`config.mk`:
```
export PLATFORM = sky130hd
export DESIGN_NAME = point_mass_drag_integrator
export DESIGN_NICKNAME = d
export VERILOG_FILES = /design/src/pmdi_pkg.sv /design/src/pmdi_mul.sv /design/src/pmdi_iter.sv /design/src/point_mass_drag_integrator.sv
export VERILOG_INCLUDE_DIRS = /design/src /design/src/src
export SDC_FILE = /design/constraint.sdc
export NUM_CORES = 2
export LEC_CHECK = 0
export CAP_MARGIN = 20
export CORE_AREA = 2 2 495 497
export DETAILED_ROUTE_END_ITERATION = 12
export DIE_AREA = 0 0 497 499
export DONT_BUFFER_PORTS = 1
export GPL_TIMING_DRIVEN = 0
export MAX_ROUTING_LAYER = met4
export SYNTH_ARGS = -nofsm -noshare
export SYNTH_HDL_FRONTEND = slang
export SYNTH_HIERARCHICAL = 1
export SYNTH_SLANG_ARGS = --single-unit
```
`constraint.sdc`:
```
create_clock -name clock -period 35.3 [get_ports clock]
set_input_delay 7.06 -clock clock [delete_from_list [all_inputs] [get_ports clock]]
set_output_delay 7.06 -clock clock [all_outputs]
set_load 0.05 [all_outputs]
```
`src/point_mass_drag_integrator_macros.svh`:
```
// assertion macros for the point mass integrator
`ifndef POINT_MASS_DRAG_INTEGRATOR_MACROS_SVH
`define POINT_MASS_DRAG_INTEGRATOR_MACROS_SVH
`ifndef SYNTHESIS
`define PMDI_ASSERT(lbl, clk, rst, prop) \
   lbl: assert property (@(posedge clk) disable iff (rst) (prop)) \
      else $error("pmdi assertion failed");
`define PMDI_ASSERT_IMPLY(lbl, clk, rst, ante, cons) \
   lbl: assert property (@(posedge clk) disable iff (rst) (ante) |-> (cons)) \
      else $error("pmdi implication failed");
`else
`define PMDI_ASSERT(lbl, clk, rst, prop)
`define PMDI_ASSERT_IMPLY(lbl, clk, rst, ante, cons)
`endif
`endif

```
`src/pmdi_pkg.sv`:
```
`timescale 1ns / 1ps
package pmdi_pkg;

   localparam logic [1:0] MODE_STEP = 2'd0;
   localparam logic [1:0] MODE_POS  = 2'd1;
   localparam logic [1:0] MODE_VEL  = 2'd2;
   localparam logic [1:0] MODE_NONE = 2'd3;

   localparam logic [2:0] CSR_ENABLED   = 3'd0;
   localparam logic [2:0] CSR_MASS      = 3'd1;
   localparam logic [2:0] CSR_DRAG_CON  = 3'd2;
   localparam logic [2:0] CSR_DRAG_MUL  = 3'd3;
   localparam logic [2:0] CSR_GRAVITY   = 3'd4;

   localparam logic [1:0] AX_LAST = 2'd2;

   localparam logic [30:0] MASS_RESET    = 31'd65536;
   localparam logic [30:0] DRAG_MUL_RESET = 31'd65536;
   localparam logic [30:0] GRAVITY_RESET = 31'd642253;

   typedef enum logic [12:0] {
      ST_IDLE   = 13'b0000000000001,
      ST_SQUARE = 13'b0000000000010,
      ST_ROOT   = 13'b0000000000100,
      ST_DRAG_T = 13'b0000000001000,
      ST_DRAG_S = 13'b0000000010000,
      ST_WEIGHT = 13'b0000000100000,
      ST_DT_SQ  = 13'b0000001000000,
      ST_FORCE  = 13'b0000010000000,
      ST_DIVIDE = 13'b0000100000000,
      ST_VEL_T  = 13'b0001000000000,
      ST_HALF   = 13'b0010000000000,
      ST_VEL_D  = 13'b0100000000000,
      ST_RESP   = 13'b1000000000000
   } state_type;

   typedef struct packed {
      logic start;
      logic shift17;
   } mul_ctl_type;

   typedef struct packed {
      logic start;
      logic is_root;
      logic neg;
   } iter_ctl_type;

endpackage

```
`src/pmdi_mul.sv`:
```
`timescale 1ns / 1ps
module pmdi_mul #(
   parameter int WORD_BITS = 32,
   parameter int MUL_BITS  = 32
) (
   input  logic                           clock,
   input  logic                           reset,
   input  pmdi_pkg::mul_ctl_type          ctl,
   input  logic signed [MUL_BITS-1:0]     op_a,
   input  logic signed [MUL_BITS-1:0]     op_b,
   output logic                           done,
   output logic [2*MUL_BITS-1:0]          prod,
   output logic signed [WORD_BITS-1:0]    res
);
   import pmdi_pkg::*;

   localparam int W  = WORD_BITS;
   localparam int MW = MUL_BITS;
   localparam int PW = 2 * MW;
   localparam int CW = $clog2(MW);
   localparam logic [PW:0] RND16 = {{(PW-15){1'b0}}, 1'b1, 15'b0};
   localparam logic [PW:0] RND17 = {{(PW-16){1'b0}}, 1'b1, 16'b0};

   logic [MW-1:0] a_ff, a_in, hi_ff, hi_in, lo_ff, lo_in;
   logic          neg_ff, neg_in, sh17_ff, sh17_in;
   logic [CW-1:0] cnt_ff, cnt_in;
   logic          busy_ff, busy_in, fin_ff, fin_in, done_ff, done_in;
   logic signed [W-1:0] res_ff, res_in;

   logic [MW-1:0] mag_a, mag_b;
   logic [MW:0]   part;
   logic [PW:0]   rnd, qv;
   logic [W-1:0]  lim, mv;

   always_comb begin
      mag_a = op_a[MW-1] ? (~op_a + 1'b1) : op_a;
      mag_b = op_b[MW-1] ? (~op_b + 1'b1) : op_b;
      // one multiplier bit per cycle, product shifts in from the top
      part  = {1'b0, hi_ff} + (lo_ff[0] ? {1'b0, a_ff} : {(MW+1){1'b0}});
      rnd   = {1'b0, hi_ff, lo_ff} + (sh17_ff ? RND17 : RND16);
      qv    = sh17_ff ? (rnd >> 17) : (rnd >> 16);
      lim   = neg_ff ? {1'b1, {(W-1){1'b0}}} : {1'b0, {(W-1){1'b1}}};
      mv    = (qv > {{(PW+1-W){1'b0}}, lim}) ? lim : qv[W-1:0];
   end

   always_comb begin
      a_in    = a_ff;
      hi_in   = hi_ff;
      lo_in   = lo_ff;
      neg_in  = neg_ff;
      sh17_in = sh17_ff;
      cnt_in  = cnt_ff;
      busy_in = busy_ff;
      fin_in  = 1'b0;
      done_in = 1'b0;
      res_in  = res_ff;
      if (ctl.start) begin
         a_in    = mag_a;
         lo_in   = mag_b;
         hi_in   = '0;
         neg_in  = op_a[MW-1] ^ op_b[MW-1];
         sh17_in = ctl.shift17;
         cnt_in  = '0;
         busy_in = 1'b1;
      end else if (busy_ff) begin
         hi_in  = part[MW:1];
         lo_in  = {part[0], lo_ff[MW-1:1]};
         cnt_in = cnt_ff + 1'b1;
         if (cnt_ff == CW'(MW-1)) begin
            busy_in = 1'b0;
            fin_in  = 1'b1;
         end
      end else if (fin_ff) begin
         res_in  = neg_ff ? (~mv + 1'b1) : mv;
         done_in = 1'b1;
      end
   end

   always_ff @(posedge clock) begin
      a_ff    <= a_in;
      hi_ff   <= hi_in;
      lo_ff   <= lo_in;
      neg_ff  <= neg_in;
      sh17_ff <= sh17_in;
      cnt_ff  <= cnt_in;
      res_ff  <= res_in;
      if (reset) begin
         busy_ff <= 1'b0;
         fin_ff  <= 1'b0;
         done_ff <= 1'b0;
      end else begin
         busy_ff <= busy_in;
         fin_ff  <= fin_in;
         done_ff <= done_in;
      end
   end

   assign done = done_ff;
   assign prod = {hi_ff, lo_ff};
   assign res  = res_ff;

endmodule

```
`src/pmdi_iter.sv`:
```
`timescale 1ns / 1ps
module pmdi_iter #(
   parameter int WORD_BITS = 32
) (
   input  logic                        clock,
   input  logic                        reset,
   input  pmdi_pkg::iter_ctl_type      ctl,
   input  logic [2*WORD_BITS-1:0]      x_val,
   input  logic [30:0]                 divisor,
   output logic                        done,
   output logic signed [WORD_BITS-1:0] res
);
   import pmdi_pkg::*;

   localparam int W  = WORD_BITS;
   localparam int XW = 2 * W;
   localparam int QW = W + 17;
   localparam int RW = (W + 3 > 32) ? W + 3 : 32;
   localparam int CW = $clog2(W + 17);

   logic [XW-1:0] x_ff, x_in;
   logic [RW-1:0] rem_ff, rem_in;
   logic [QW-1:0] q_ff, q_in;
   logic [30:0]   d_ff, d_in;
   logic          root_ff, root_in, neg_ff, neg_in;
   logic [CW-1:0] cnt_ff, cnt_in;
   logic          busy_ff, busy_in, fin_ff, fin_in, done_ff, done_in;
   logic signed [W-1:0] res_ff, res_in;

   logic [RW-1:0] shv, trial;
   logic [QW+1:0] tq;
   logic          ge, last;
   logic [W-1:0]  lim, mv;

   always_comb begin
      // sqrt takes two radicand bits a step, division one
      shv   = root_ff ? {rem_ff[RW-3:0], x_ff[XW-1 -: 2]} : {rem_ff[RW-2:0], x_ff[XW-1]};
      tq    = {q_ff, 2'b01};
      trial = root_ff ? tq[RW-1:0] : {{(RW-31){1'b0}}, d_ff};
      ge    = shv >= trial;
      last  = cnt_ff == (root_ff ? CW'(W-1) : CW'(W+16));
      lim   = neg_ff ? {1'b1, {(W-1){1'b0}}} : {1'b0, {(W-1){1'b1}}};
      mv    = (q_ff > {{(QW-W){1'b0}}, lim}) ? lim : q_ff[W-1:0];
   end

   always_comb begin
      x_in    = x_ff;
      rem_in  = rem_ff;
      q_in    = q_ff;
      d_in    = d_ff;
      root_in = root_ff;
      neg_in  = neg_ff;
      cnt_in  = cnt_ff;
      busy_in = busy_ff;
      fin_in  = 1'b0;
      done_in = 1'b0;
      res_in  = res_ff;
      if (ctl.start) begin
         x_in    = x_val;
         rem_in  = '0;
         q_in    = '0;
         d_in    = divisor;
         root_in = ctl.is_root;
         neg_in  = ctl.neg;
         cnt_in  = '0;
         busy_in = 1'b1;
      end else if (busy_ff) begin
         x_in   = root_ff ? (x_ff << 2) : (x_ff << 1);
         rem_in = ge ? (shv - trial) : shv;
         q_in   = {q_ff[QW-2:0], ge};
         cnt_in = cnt_ff + 1'b1;
         if (last) begin
            busy_in = 1'b0;
            fin_in  = 1'b1;
         end
      end else if (fin_ff) begin
         if (root_ff) begin
            res_in = q_ff[W-1] ? {1'b0, {(W-1){1'b1}}} : q_ff[W-1:0];
         end else begin
            res_in = neg_ff ? (~mv + 1'b1) : mv;
         end
         done_in = 1'b1;
      end
   end

   always_ff @(posedge clock) begin
      x_ff    <= x_in;
      rem_ff  <= rem_in;
      q_ff    <= q_in;
      d_ff    <= d_in;
      root_ff <= root_in;
      neg_ff  <= neg_in;
      cnt_ff  <= cnt_in;
      res_ff  <= res_in;
      if (reset) begin
         busy_ff <= 1'b0;
         fin_ff  <= 1'b0;
         done_ff <= 1'b0;
      end else begin
         busy_ff <= busy_in;
         fin_ff  <= fin_in;
         done_ff <= done_in;
      end
   end

   assign done = done_ff;
   assign res  = res_ff;

endmodule

```
`src/point_mass_drag_integrator.sv`:
```
// step word: result loads in ST_RESP after the square, root, drag, weight, dt-squared, force,
// divide, velocity and half states; the next word is accepted once the state is back in ST_IDLE
// load, idle-mode and disabled words: go from ST_IDLE straight to ST_RESP and back to ST_IDLE
// step length is set by the bit-serial multiplier (one bit a cycle, 19 products a step) and the
// shared sqrt/divide unit (one result bit a cycle); a stalled result holds the next word
// synchronous active-high reset: state to ST_IDLE, control and CSR registers at their defaults, pos/vel/acc/force zero
`timescale 1ns / 1ps
`include "point_mass_drag_integrator_macros.svh"
module point_mass_drag_integrator #(
   parameter int WORD_BITS = 32
) (
   input  logic               clock,
   input  logic               reset,
   input  logic               req_valid,
   output logic               req_stall,
   input  logic [1:0]         req_mode,
   input  logic signed [31:0] req_vec_x,
   input  logic signed [31:0] req_vec_y,
   input  logic signed [31:0] req_vec_z,
   input  logic [15:0]        req_time_step,
   output logic               rsp_valid,
   input  logic               rsp_stall,
   output logic signed [31:0] rsp_pos_x,
   output logic signed [31:0] rsp_pos_y,
   output logic signed [31:0] rsp_pos_z,
   output logic signed [31:0] rsp_vel_x,
   output logic signed [31:0] rsp_vel_y,
   output logic signed [31:0] rsp_vel_z,
   output logic signed [31:0] rsp_acc_x,
   output logic signed [31:0] rsp_acc_y,
   output logic signed [31:0] rsp_acc_z,
   output logic signed [31:0] rsp_net_force_x,
   output logic signed [31:0] rsp_net_force_y,
   output logic signed [31:0] rsp_net_force_z,
   input  logic               csr_write,
   input  logic [2:0]         csr_index,
   input  logic [30:0]        csr_data
);
   import pmdi_pkg::*;

   localparam int W  = WORD_BITS;
   localparam int MW = (W > 32) ? W : 32;
   localparam longint W_MAX64 = (64'sd1 <<< (W - 1)) - 64'sd1;
   localparam longint W_MIN64 = -W_MAX64 - 64'sd1;
   localparam longint O_MAX64 = 64'sd2147483647;
   localparam longint O_MIN64 = -64'sd2147483648;

   function automatic logic signed [W-1:0] sat_add(input logic signed [W-1:0] a,
                                                   input logic signed [W-1:0] b);
      logic [W:0] s;
      s = {a[W-1], a} + {b[W-1], b};
      if (s[W] != s[W-1]) begin
         return s[W] ? {1'b1, {(W-1){1'b0}}} : {1'b0, {(W-1){1'b1}}};
      end
      return s[W-1:0];
   endfunction

   function automatic logic signed [W-1:0] sat_sub(input logic signed [W-1:0] a,
                                                   input logic signed [W-1:0] b);
      logic [W:0] s;
      s = {a[W-1], a} - {b[W-1], b};
      if (s[W] != s[W-1]) begin
         return s[W] ? {1'b1, {(W-1){1'b0}}} : {1'b0, {(W-1){1'b1}}};
      end
      return s[W-1:0];
   endfunction

   function automatic logic signed [W-1:0] in_word(input logic [31:0] raw);
      logic signed [63:0] e;
      e = 64'(signed'(raw));
      if (e > W_MAX64) begin
         e = W_MAX64;
      end else if (e < W_MIN64) begin
         e = W_MIN64;
      end
      return e[W-1:0];
   endfunction

   function automatic logic [31:0] out_word(input logic signed [W-1:0] v);
      logic signed [63:0] e;
      e = 64'(v);
      if (e > O_MAX64) begin
         e = O_MAX64;
      end else if (e < O_MIN64) begin
         e = O_MIN64;
      end
      return e[31:0];
   endfunction

   state_type state_ff, state_in;
   logic      issued_ff, issued_in;
   logic [1:0] ax_ff, ax_in;

   logic        en_ff, en_in;
   logic [30:0] mass_ff, mass_in, dcon_ff, dcon_in, dmul_ff, dmul_in, grav_ff, grav_in;

   logic signed [W-1:0] pos_ff [3];
   logic signed [W-1:0] pos_in [3];
   logic signed [W-1:0] vel_ff [3];
   logic signed [W-1:0] vel_in [3];
   logic signed [W-1:0] acc_ff [3];
   logic signed [W-1:0] acc_in [3];
   logic signed [W-1:0] frc_ff [3];
   logic signed [W-1:0] frc_in [3];
   logic signed [W-1:0] thr_ff [3];
   logic signed [W-1:0] thr_in [3];
   logic [15:0]         dt_ff, dt_in;
   logic [2*W-1:0]      sum_ff, sum_in;
   logic signed [W-1:0] spd_ff, spd_in, s_ff, s_in, wgt_ff, wgt_in;
   logic signed [W-1:0] dt2_ff, dt2_in, tmp_ff, tmp_in;

   logic [31:0] opos_ff [3];
   logic [31:0] opos_in [3];
   logic [31:0] ovel_ff [3];
   logic [31:0] ovel_in [3];
   logic [31:0] oacc_ff [3];
   logic [31:0] oacc_in [3];
   logic [31:0] ofrc_ff [3];
   logic [31:0] ofrc_in [3];
   logic        rsp_valid_ff, rsp_valid_in;

   mul_ctl_type         mul_ctl;
   iter_ctl_type        iter_ctl;
   logic signed [MW-1:0] op_a, op_b;
   logic                mul_done, iter_done;
   logic [2*MW-1:0]     mul_prod;
   logic signed [W-1:0] mul_res, iter_res;
   logic                mul_state, iter_state, rsp_free;
   logic signed [W-1:0] cur_vel, cur_frc, f_force;
   logic [W-1:0]        frc_mag;
   logic [30:0]         div_d;
   logic [W+16:0]       div_num;
   logic [2*W-1:0]      iter_x;

   assign cur_vel = vel_ff[ax_ff];
   assign cur_frc = frc_ff[ax_ff];
   assign mul_state = (state_ff == ST_SQUARE) || (state_ff == ST_DRAG_T) ||
                      (state_ff == ST_DRAG_S) || (state_ff == ST_WEIGHT) ||
                      (state_ff == ST_DT_SQ) || (state_ff == ST_FORCE) ||
                      (state_ff == ST_VEL_T) || (state_ff == ST_HALF) ||
                      (state_ff == ST_VEL_D);
   assign iter_state = (state_ff == ST_ROOT) || (state_ff == ST_DIVIDE);
   assign rsp_free = !rsp_valid_ff || !rsp_stall;

   // zero mass counts as one ulp; numerator carries the rounding half
   assign div_d   = (mass_ff == '0) ? 31'd1 : mass_ff;
   assign frc_mag = cur_frc[W-1] ? (~cur_frc + 1'b1) : cur_frc;
   assign div_num = {1'b0, frc_mag, 16'b0} + {{(W-13){1'b0}}, div_d[30:1]};
   assign iter_x  = (state_ff == ST_ROOT) ? sum_ff : {div_num, {(W-17){1'b0}}};

   assign mul_ctl.start    = mul_state && !issued_ff;
   assign mul_ctl.shift17  = state_ff == ST_HALF;
   assign iter_ctl.start   = iter_state && !issued_ff;
   assign iter_ctl.is_root = state_ff == ST_ROOT;
   assign iter_ctl.neg     = cur_frc[W-1];

   always_comb begin
      op_a = '0;
      op_b = '0;
      unique case (state_ff)
         ST_SQUARE: begin
            op_a = MW'(cur_vel);
            op_b = MW'(cur_vel);
         end
         ST_DRAG_T: begin
            op_a = MW'(dcon_ff);
            op_b = MW'(spd_ff);
         end
         ST_DRAG_S: begin
            op_a = MW'(dmul_ff);
            op_b = MW'(tmp_ff);
         end
         ST_WEIGHT: begin
            op_a = MW'(grav_ff);
            op_b = MW'(mass_ff);
         end
         ST_DT_SQ: begin
            op_a = MW'(dt_ff);
            op_b = MW'(dt_ff);
         end
         ST_FORCE: begin
            op_a = MW'(s_ff);
            op_b = MW'(cur_vel);
         end
         ST_VEL_T: begin
            op_a = MW'(cur_vel);
            op_b = MW'(dt_ff);
         end
         ST_HALF: begin
            op_a = MW'(acc_ff[ax_ff]);
            op_b = MW'(dt2_ff);
         end
         ST_VEL_D: begin
            op_a = MW'(acc_ff[ax_ff]);
            op_b = MW'(dt_ff);
         end
         default: begin
            op_a = '0;
            op_b = '0;
         end
      endcase
   end

   always_comb begin
      en_in   = en_ff;
      mass_in = mass_ff;
      dcon_in = dcon_ff;
      dmul_in = dmul_ff;
      grav_in = grav_ff;
      if (csr_write) begin
         unique case (csr_index)
            CSR_ENABLED:  en_in   = csr_data[0];
            CSR_MASS:     mass_in = csr_data;
            CSR_DRAG_CON: dcon_in = csr_data;
            CSR_DRAG_MUL: dmul_in = csr_data;
            CSR_GRAVITY:  grav_in = csr_data;
            default: ;
         endcase
      end
   end

   always_comb begin
      state_in  = state_ff;
      issued_in = issued_ff;
      ax_in     = ax_ff;
      pos_in    = pos_ff;
      vel_in    = vel_ff;
      acc_in    = acc_ff;
      frc_in    = frc_ff;
      thr_in    = thr_ff;
      dt_in     = dt_ff;
      sum_in    = sum_ff;
      spd_in    = spd_ff;
      s_in      = s_ff;
      wgt_in    = wgt_ff;
      dt2_in    = dt2_ff;
      tmp_in    = tmp_ff;
      opos_in   = opos_ff;
      ovel_in   = ovel_ff;
      oacc_in   = oacc_ff;
      ofrc_in   = ofrc_ff;
      rsp_valid_in = rsp_valid_ff && rsp_stall;
      f_force   = (ax_ff == AX_LAST) ? sat_add(-wgt_ff, thr_ff[AX_LAST]) : thr_ff[ax_ff];

      if ((mul_state || iter_state) && !issued_ff) begin
         issued_in = 1'b1;
      end
      if (mul_done || iter_done) begin
         issued_in = 1'b0;
      end

      unique case (state_ff)
         ST_IDLE: begin
            if (req_valid) begin
               case (req_mode)
                  MODE_POS: begin
                     pos_in[0] = in_word(req_vec_x);
                     pos_in[1] = in_word(req_vec_y);
                     pos_in[2] = in_word(req_vec_z);
                  end
                  MODE_VEL: begin
                     vel_in[0] = in_word(req_vec_x);
                     vel_in[1] = in_word(req_vec_y);
                     vel_in[2] = in_word(req_vec_z);
                  end
                  default: ;
               endcase
               if (req_mode == MODE_STEP && en_ff) begin
                  thr_in[0] = in_word(req_vec_x);
                  thr_in[1] = in_word(req_vec_y);
                  thr_in[2] = in_word(req_vec_z);
                  dt_in     = req_time_step;
                  sum_in    = '0;
                  ax_in     = '0;
                  state_in  = ST_SQUARE;
               end else begin
                  state_in = ST_RESP;
               end
            end
         end
         ST_SQUARE: begin
            if (mul_done) begin
               sum_in = sum_ff + mul_prod[2*W-1:0];
               if (ax_ff == AX_LAST) begin
                  ax_in    = '0;
                  state_in = ST_ROOT;
               end else begin
                  ax_in = ax_ff + 1'b1;
               end
            end
         end
         ST_ROOT: begin
            if (iter_done) begin
               spd_in   = iter_res;
               state_in = ST_DRAG_T;
            end
         end
         ST_DRAG_T: begin
            if (mul_done) begin
               tmp_in   = mul_res;
               state_in = ST_DRAG_S;
            end
         end
         ST_DRAG_S: begin
            if (mul_done) begin
               s_in     = mul_res;
               state_in = ST_WEIGHT;
            end
         end
         ST_WEIGHT: begin
            if (mul_done) begin
               wgt_in   = mul_res;
               state_in = ST_DT_SQ;
            end
         end
         ST_DT_SQ: begin
            if (mul_done) begin
               dt2_in   = mul_res;
               state_in = ST_FORCE;
            end
         end
         ST_FORCE: begin
            if (mul_done) begin
               frc_in[ax_ff] = sat_sub(f_force, mul_res);
               state_in      = ST_DIVIDE;
            end
         end
         ST_DIVIDE: begin
            if (iter_done) begin
               acc_in[ax_ff] = iter_res;
               if (ax_ff == AX_LAST) begin
                  ax_in    = '0;
                  state_in = ST_VEL_T;
               end else begin
                  ax_in    = ax_ff + 1'b1;
                  state_in = ST_FORCE;
               end
            end
         end
         ST_VEL_T: begin
            if (mul_done) begin
               // velocity term goes in negative on x and y
               tmp_in = (ax_ff == AX_LAST) ? sat_add(pos_ff[ax_ff], mul_res)
                                           : sat_sub(pos_ff[ax_ff], mul_res);
               state_in = ST_HALF;
            end
         end
         ST_HALF: begin
            if (mul_done) begin
               pos_in[ax_ff] = sat_add(tmp_ff, mul_res);
               state_in      = ST_VEL_D;
            end
         end
         ST_VEL_D: begin
            if (mul_done) begin
               vel_in[ax_ff] = sat_add(cur_vel, mul_res);
               if (ax_ff == AX_LAST) begin
                  ax_in    = '0;
                  state_in = ST_RESP;
               end else begin
                  ax_in    = ax_ff + 1'b1;
                  state_in = ST_VEL_T;
               end
            end
         end
         ST_RESP: begin
            if (rsp_free) begin
               for (int i = 0; i < 3; i++) begin
                  opos_in[i] = out_word(pos_ff[i]);
                  ovel_in[i] = out_word(vel_ff[i]);
                  oacc_in[i] = out_word(acc_ff[i]);
                  ofrc_in[i] = out_word(frc_ff[i]);
               end
               rsp_valid_in = 1'b1;
               state_in     = ST_IDLE;
            end
         end
         default: state_in = ST_IDLE;
      endcase
   end

   always_ff @(posedge clock) begin
      thr_ff  <= thr_in;
      dt_ff   <= dt_in;
      sum_ff  <= sum_in;
      spd_ff  <= spd_in;
      s_ff    <= s_in;
      wgt_ff  <= wgt_in;
      dt2_ff  <= dt2_in;
      tmp_ff  <= tmp_in;
      opos_ff <= opos_in;
      ovel_ff <= ovel_in;
      oacc_ff <= oacc_in;
      ofrc_ff <= ofrc_in;
      if (reset) begin
         state_ff     <= ST_IDLE;
         issued_ff    <= 1'b0;
         ax_ff        <= '0;
         rsp_valid_ff <= 1'b0;
         en_ff        <= 1'b0;
         mass_ff      <= MASS_RESET;
         dcon_ff      <= '0;
         dmul_ff      <= DRAG_MUL_RESET;
         grav_ff      <= GRAVITY_RESET;
         for (int i = 0; i < 3; i++) begin
            pos_ff[i] <= '0;
            vel_ff[i] <= '0;
            acc_ff[i] <= '0;
            frc_ff[i] <= '0;
         end
      end else begin
         state_ff     <= state_in;
         issued_ff    <= issued_in;
         ax_ff        <= ax_in;
         rsp_valid_ff <= rsp_valid_in;
         en_ff        <= en_in;
         mass_ff      <= mass_in;
         dcon_ff      <= dcon_in;
         dmul_ff      <= dmul_in;
         grav_ff      <= grav_in;
         pos_ff       <= pos_in;
         vel_ff       <= vel_in;
         acc_ff       <= acc_in;
         frc_ff       <= frc_in;
      end
   end

   pmdi_mul #(
      .WORD_BITS(W),
      .MUL_BITS (MW)
   ) u_mul (
      .clock(clock),
      .reset(reset),
      .ctl  (mul_ctl),
      .op_a (op_a),
      .op_b (op_b),
      .done (mul_done),
      .prod (mul_prod),
      .res  (mul_res)
   );

   pmdi_iter #(
      .WORD_BITS(W)
   ) u_iter (
      .clock  (clock),
      .reset  (reset),
      .ctl    (iter_ctl),
      .x_val  (iter_x),
      .divisor(div_d),
      .done   (iter_done),
      .res    (iter_res)
   );

   assign req_stall = state_ff != ST_IDLE;
   assign rsp_valid = rsp_valid_ff;
   assign rsp_pos_x = opos_ff[0];
   assign rsp_pos_y = opos_ff[1];
   assign rsp_pos_z = opos_ff[2];
   assign rsp_vel_x = ovel_ff[0];
   assign rsp_vel_y = ovel_ff[1];
   assign rsp_vel_z = ovel_ff[2];
   assign rsp_acc_x = oacc_ff[0];
   assign rsp_acc_y = oacc_ff[1];
   assign rsp_acc_z = oacc_ff[2];
   assign rsp_net_force_x = ofrc_ff[0];
   assign rsp_net_force_y = ofrc_ff[1];
   assign rsp_net_force_z = ofrc_ff[2];

   `PMDI_ASSERT(a_rsp_load, clock, reset, (state_ff == ST_RESP && rsp_free) |=> (state_ff == ST_IDLE && rsp_valid_ff))
   `PMDI_ASSERT_IMPLY(a_iter_owner, clock, reset, iter_done, state_ff == ST_ROOT || state_ff == ST_DIVIDE)
   `PMDI_ASSERT_IMPLY(a_mul_issued, clock, reset, mul_done, issued_ff && mul_state)

endmodule
```
==> impl_metrics.py <==
metrics = {
    "status": {
        "status": "finished, final reports clean",
    },
    "pwr": {
        "p_total_mw": 5.82,
        "p_per_area_nw_per_um2": 56.4,
        "ir_drop_uv": 47.1,
        "power.leakage_nw": 37.6,
    },
    "clock_network": {
        "ctsRootBufferMaster": "clkbuf_16",
        "post_cts_buffers": 0,
        "post_cts_resized": 0,
        "clockBufferDepth": 3,
        "htreeDepth": 4,
        "clk_latency_ns": 0.91,
        "cts_hold_buf": 0,
        "clock-sinks": 1605,
        "cts_tree": "yes",
        "clk_pin_slew_worst_paths_ns": 0.06,
        "cts_buffers": 180,
    },
    "hold_path": {
        "min_from": "grav_ff[22]",
        "hold_path_class": "reg -> reg",
    },
    "worst_setup_path": {
        "cpMaxStageDelayCell": "nor4b_1",
        "crit_fanout": 10,
        "end_kind": "flip-flop",
        "path_common_cell": "clkbuf_1",
        "critical_path_class": "reg -> reg",
        "cp.arrival_ns": 11.85,
        "crit_path_start": "u_mul/sh17_ff",
        "r2r-start": "u_mul/sh17_ff",
        "slowest_delay_ns": 0.72,
        "cp.required_ns": 35.83,
        "cp-start-kind": "flip-flop",
    },
    "logic_synthesis": {
        "synth-seq-cells": 1605,
        "yosys.area.top_type_share_pct": 31.0,
        "yosys.area.top_type": "edfxtp_1",
        "ys_seq_area_share_pct": 45.4,
        "async_flop_share_pct": 0,
        "synth_nets": 10600,
        "synthTopCellsByArea": "edfxtp_1 31%, dfxtp_1 14%, ha_1 5.6%",
        "synth-edff-count": 947,
        "yosysWarningCount": 6,
        "synthFlopType": "edfxtp_1",
        "ys_types": 116,
        "syn_area_per_cell_um2": 9.18,
        "synth_cells": 9997,
        "syn_area_um2": 91700,
    },
    "timing": {
        "relSlewSlack_pct": 13.8,
        "holdWs_ns": 0.456,
        "final.setup.tns_ns": 0,
        "rsz0062_at_grt": "false",
        "fin_crit_ns": 11.31,
        "finalSetupViolations": 0,
        "final_max_slew_viol_count": 0,
        "clock_skew_ns": 0.0894,
        "setup_ws_ns": 23.99,
        "tightest_slew_ns": 1.29,
        "layout_worst_path_cycle_share_pct": 32.0,
        "hold_viol_final": 0,
        "fmax_mhz": 88.4,
    },
    "routing": {
        "vias": 83200,
        "ant_nets": 0,
        "viasPerCell": 6.09,
        "drt-initial-drc-count": 10400,
        "wl_per_cell_um": 32.0,
        "dr.pass1.iters": 10,
        "drt_wl_total_um": 437000,
        "drc": 0,
    },
    "layout": {
        "nFillCells": 23600,
        "nets": 10800,
        "post-route-util_pct": 42.6,
        "final_area_um2": 103000,
        "fin_cells": 13700,
        "drive_gt1_share_pct": 6.04,
        "syn_to_final_growth_pct": 12.6,
    },
    "placed_design": {
        "dp.cells": 13300,
        "place_area_um2": 96800,
        "dp_hpwl_um": 349000,
        "numPortBuffers": 0,
        "place_ws_ns": 24.12,
        "gp_congestion": 1.04,
    },
    "grt": {
        "grt_pass1_wl_um": 600000,
        "grt_pass1_vias": 77600,
        "grt_max_degree": 65,
        "antenna_found_initial": 40,
        "grt_util_all_layers_pct": 34.9,
        "gr-total-overflow": 0,
    },
    "floorplanning": {
        "rows": 181,
        "die-area_um2": 248000,
        "core_um2": 243000,
        "initial_core_util_pct": 37.8,
        "pin_count": 539,
        "die_w_um": 497,
        "die_h_um": 499,
    },
    "flow_run": {
        "max_cap_viol_count": 0,
    },
}
-- metal layers --
layer  vias up  global-route usage [%]  share of wire (%)
met5         -                       -                  0
met4         0                    17.2                5.7
li1      36800                       -                  -
met1     40800                    44.7                 41
met3       880                    8.22                 10
met2      4741                    51.5                 43
-- state kept, by name, summed over array words and instances, names as in the netlist, 34 cells and up --
| name | cells |
|---|---|
| acc_ff | 96 |
| frc_ff | 96 |
| pos_ff | 96 |
| sum_ff | 64 |
| thr_ff | 96 |
| u_iter/q_ff | 49 |
| u_iter/rem_ff | 34 |
| u_iter/x_ff | 64 |
| vel_ff | 96 |
-- worst max-delay path: cells and delay by family (launching register included) --
family	cells	cell delay, ns
AOI/OAI and AO/OA	5	1.23
and+or+nand+nor	16	4.92
DFF	1	0.39
adders and majority gates	3	1.39
buffers and inverters	8	3.06
-- cell usage in the layout, fill, tap and decap left out, drive strengths merged, types with 242 or more instances in the layout --
cell and instances:
nand2 1284, xnor2 281, edfxtp 947, ha 412, o21ai 425, mux2i 320, clkbuf 1158, dfxtp 658
nor3 242, a21oi 849, nor2 817
-- worst paths after layout --
check                  endpoint  slack [ns]  cells past startpoint
hold / removal      grav_ff[22]        0.46                      2
setup / recovery  u_mul/res[26]       23.99                     32
setup reg to reg  u_mul/res[26]       23.99                     32
hold reg to reg     grav_ff[22]        0.46                      2
-- Yosys cell counts (69+ instances only) --
cell,count
nand2_1,1284
edfxtp_1,947
clkbuf_1,944
a21oi_1,846
nor2_1,817
dfxtp_1,658
ha_1,412
o21ai_0,388
mux2i_1,320
xnor2_1,281
nor3_1,233
o22ai_1,215
inv_1,205
nand3_1,200
a21o_1,175
xor2_1,164
a211oi_1,137
o31ai_1,85
a222oi_1,79
and2_1,78
nand2b_1,76
o221ai_1,75
nand4_1,71
and3_1,69
-- layout make-up --
| type | instances | area [um2] | area share (%) |
|---|---|---|---|
| multi-input combinational | 7097 | 45200 | 43.7 |
| clock buffer | 208 | 4680 | 4.53 |
| inverter | 211 | 792 | 0.767 |
| tap | 3202 | 4010 | 3.88 |
| sequential | 1605 | 41600 | 40.3 |
| timing repair buffer | 67 | 1020 | 0.992 |
| clock inverter | 130 | 1640 | 1.59 |
| buffer | 1084 | 4300 | 4.16 |
| antenna | 47 | 118 | 0.114 |
-- power breakdown --
part | switching, mW | total (mW) | internal (mW) | leakage (nW)
Sequential | 0.236 | 2.36 | 2.12 | 14.1
Clock | 0.873 | 2.02 | 1.14 | 3.03
Combinational | 0.947 | 1.45 | 0.499 | 20.5
-- cell families after synthesis --
kind of cell / after synthesis / synth area share, %
and+or+nand+nor: 3183 / 15.8
AOI/OAI and AO/OA: 2667 / 18.9
DFF: 1605 / 45.4
buffers and inverters: 1295 / 5.55
xor gates and xnor gates: 445 / 4.25
adders and majority gates: 435 / 5.99
muxes: 367 / 4.07
Note: power is estimated with default switching activity, not from simulation.
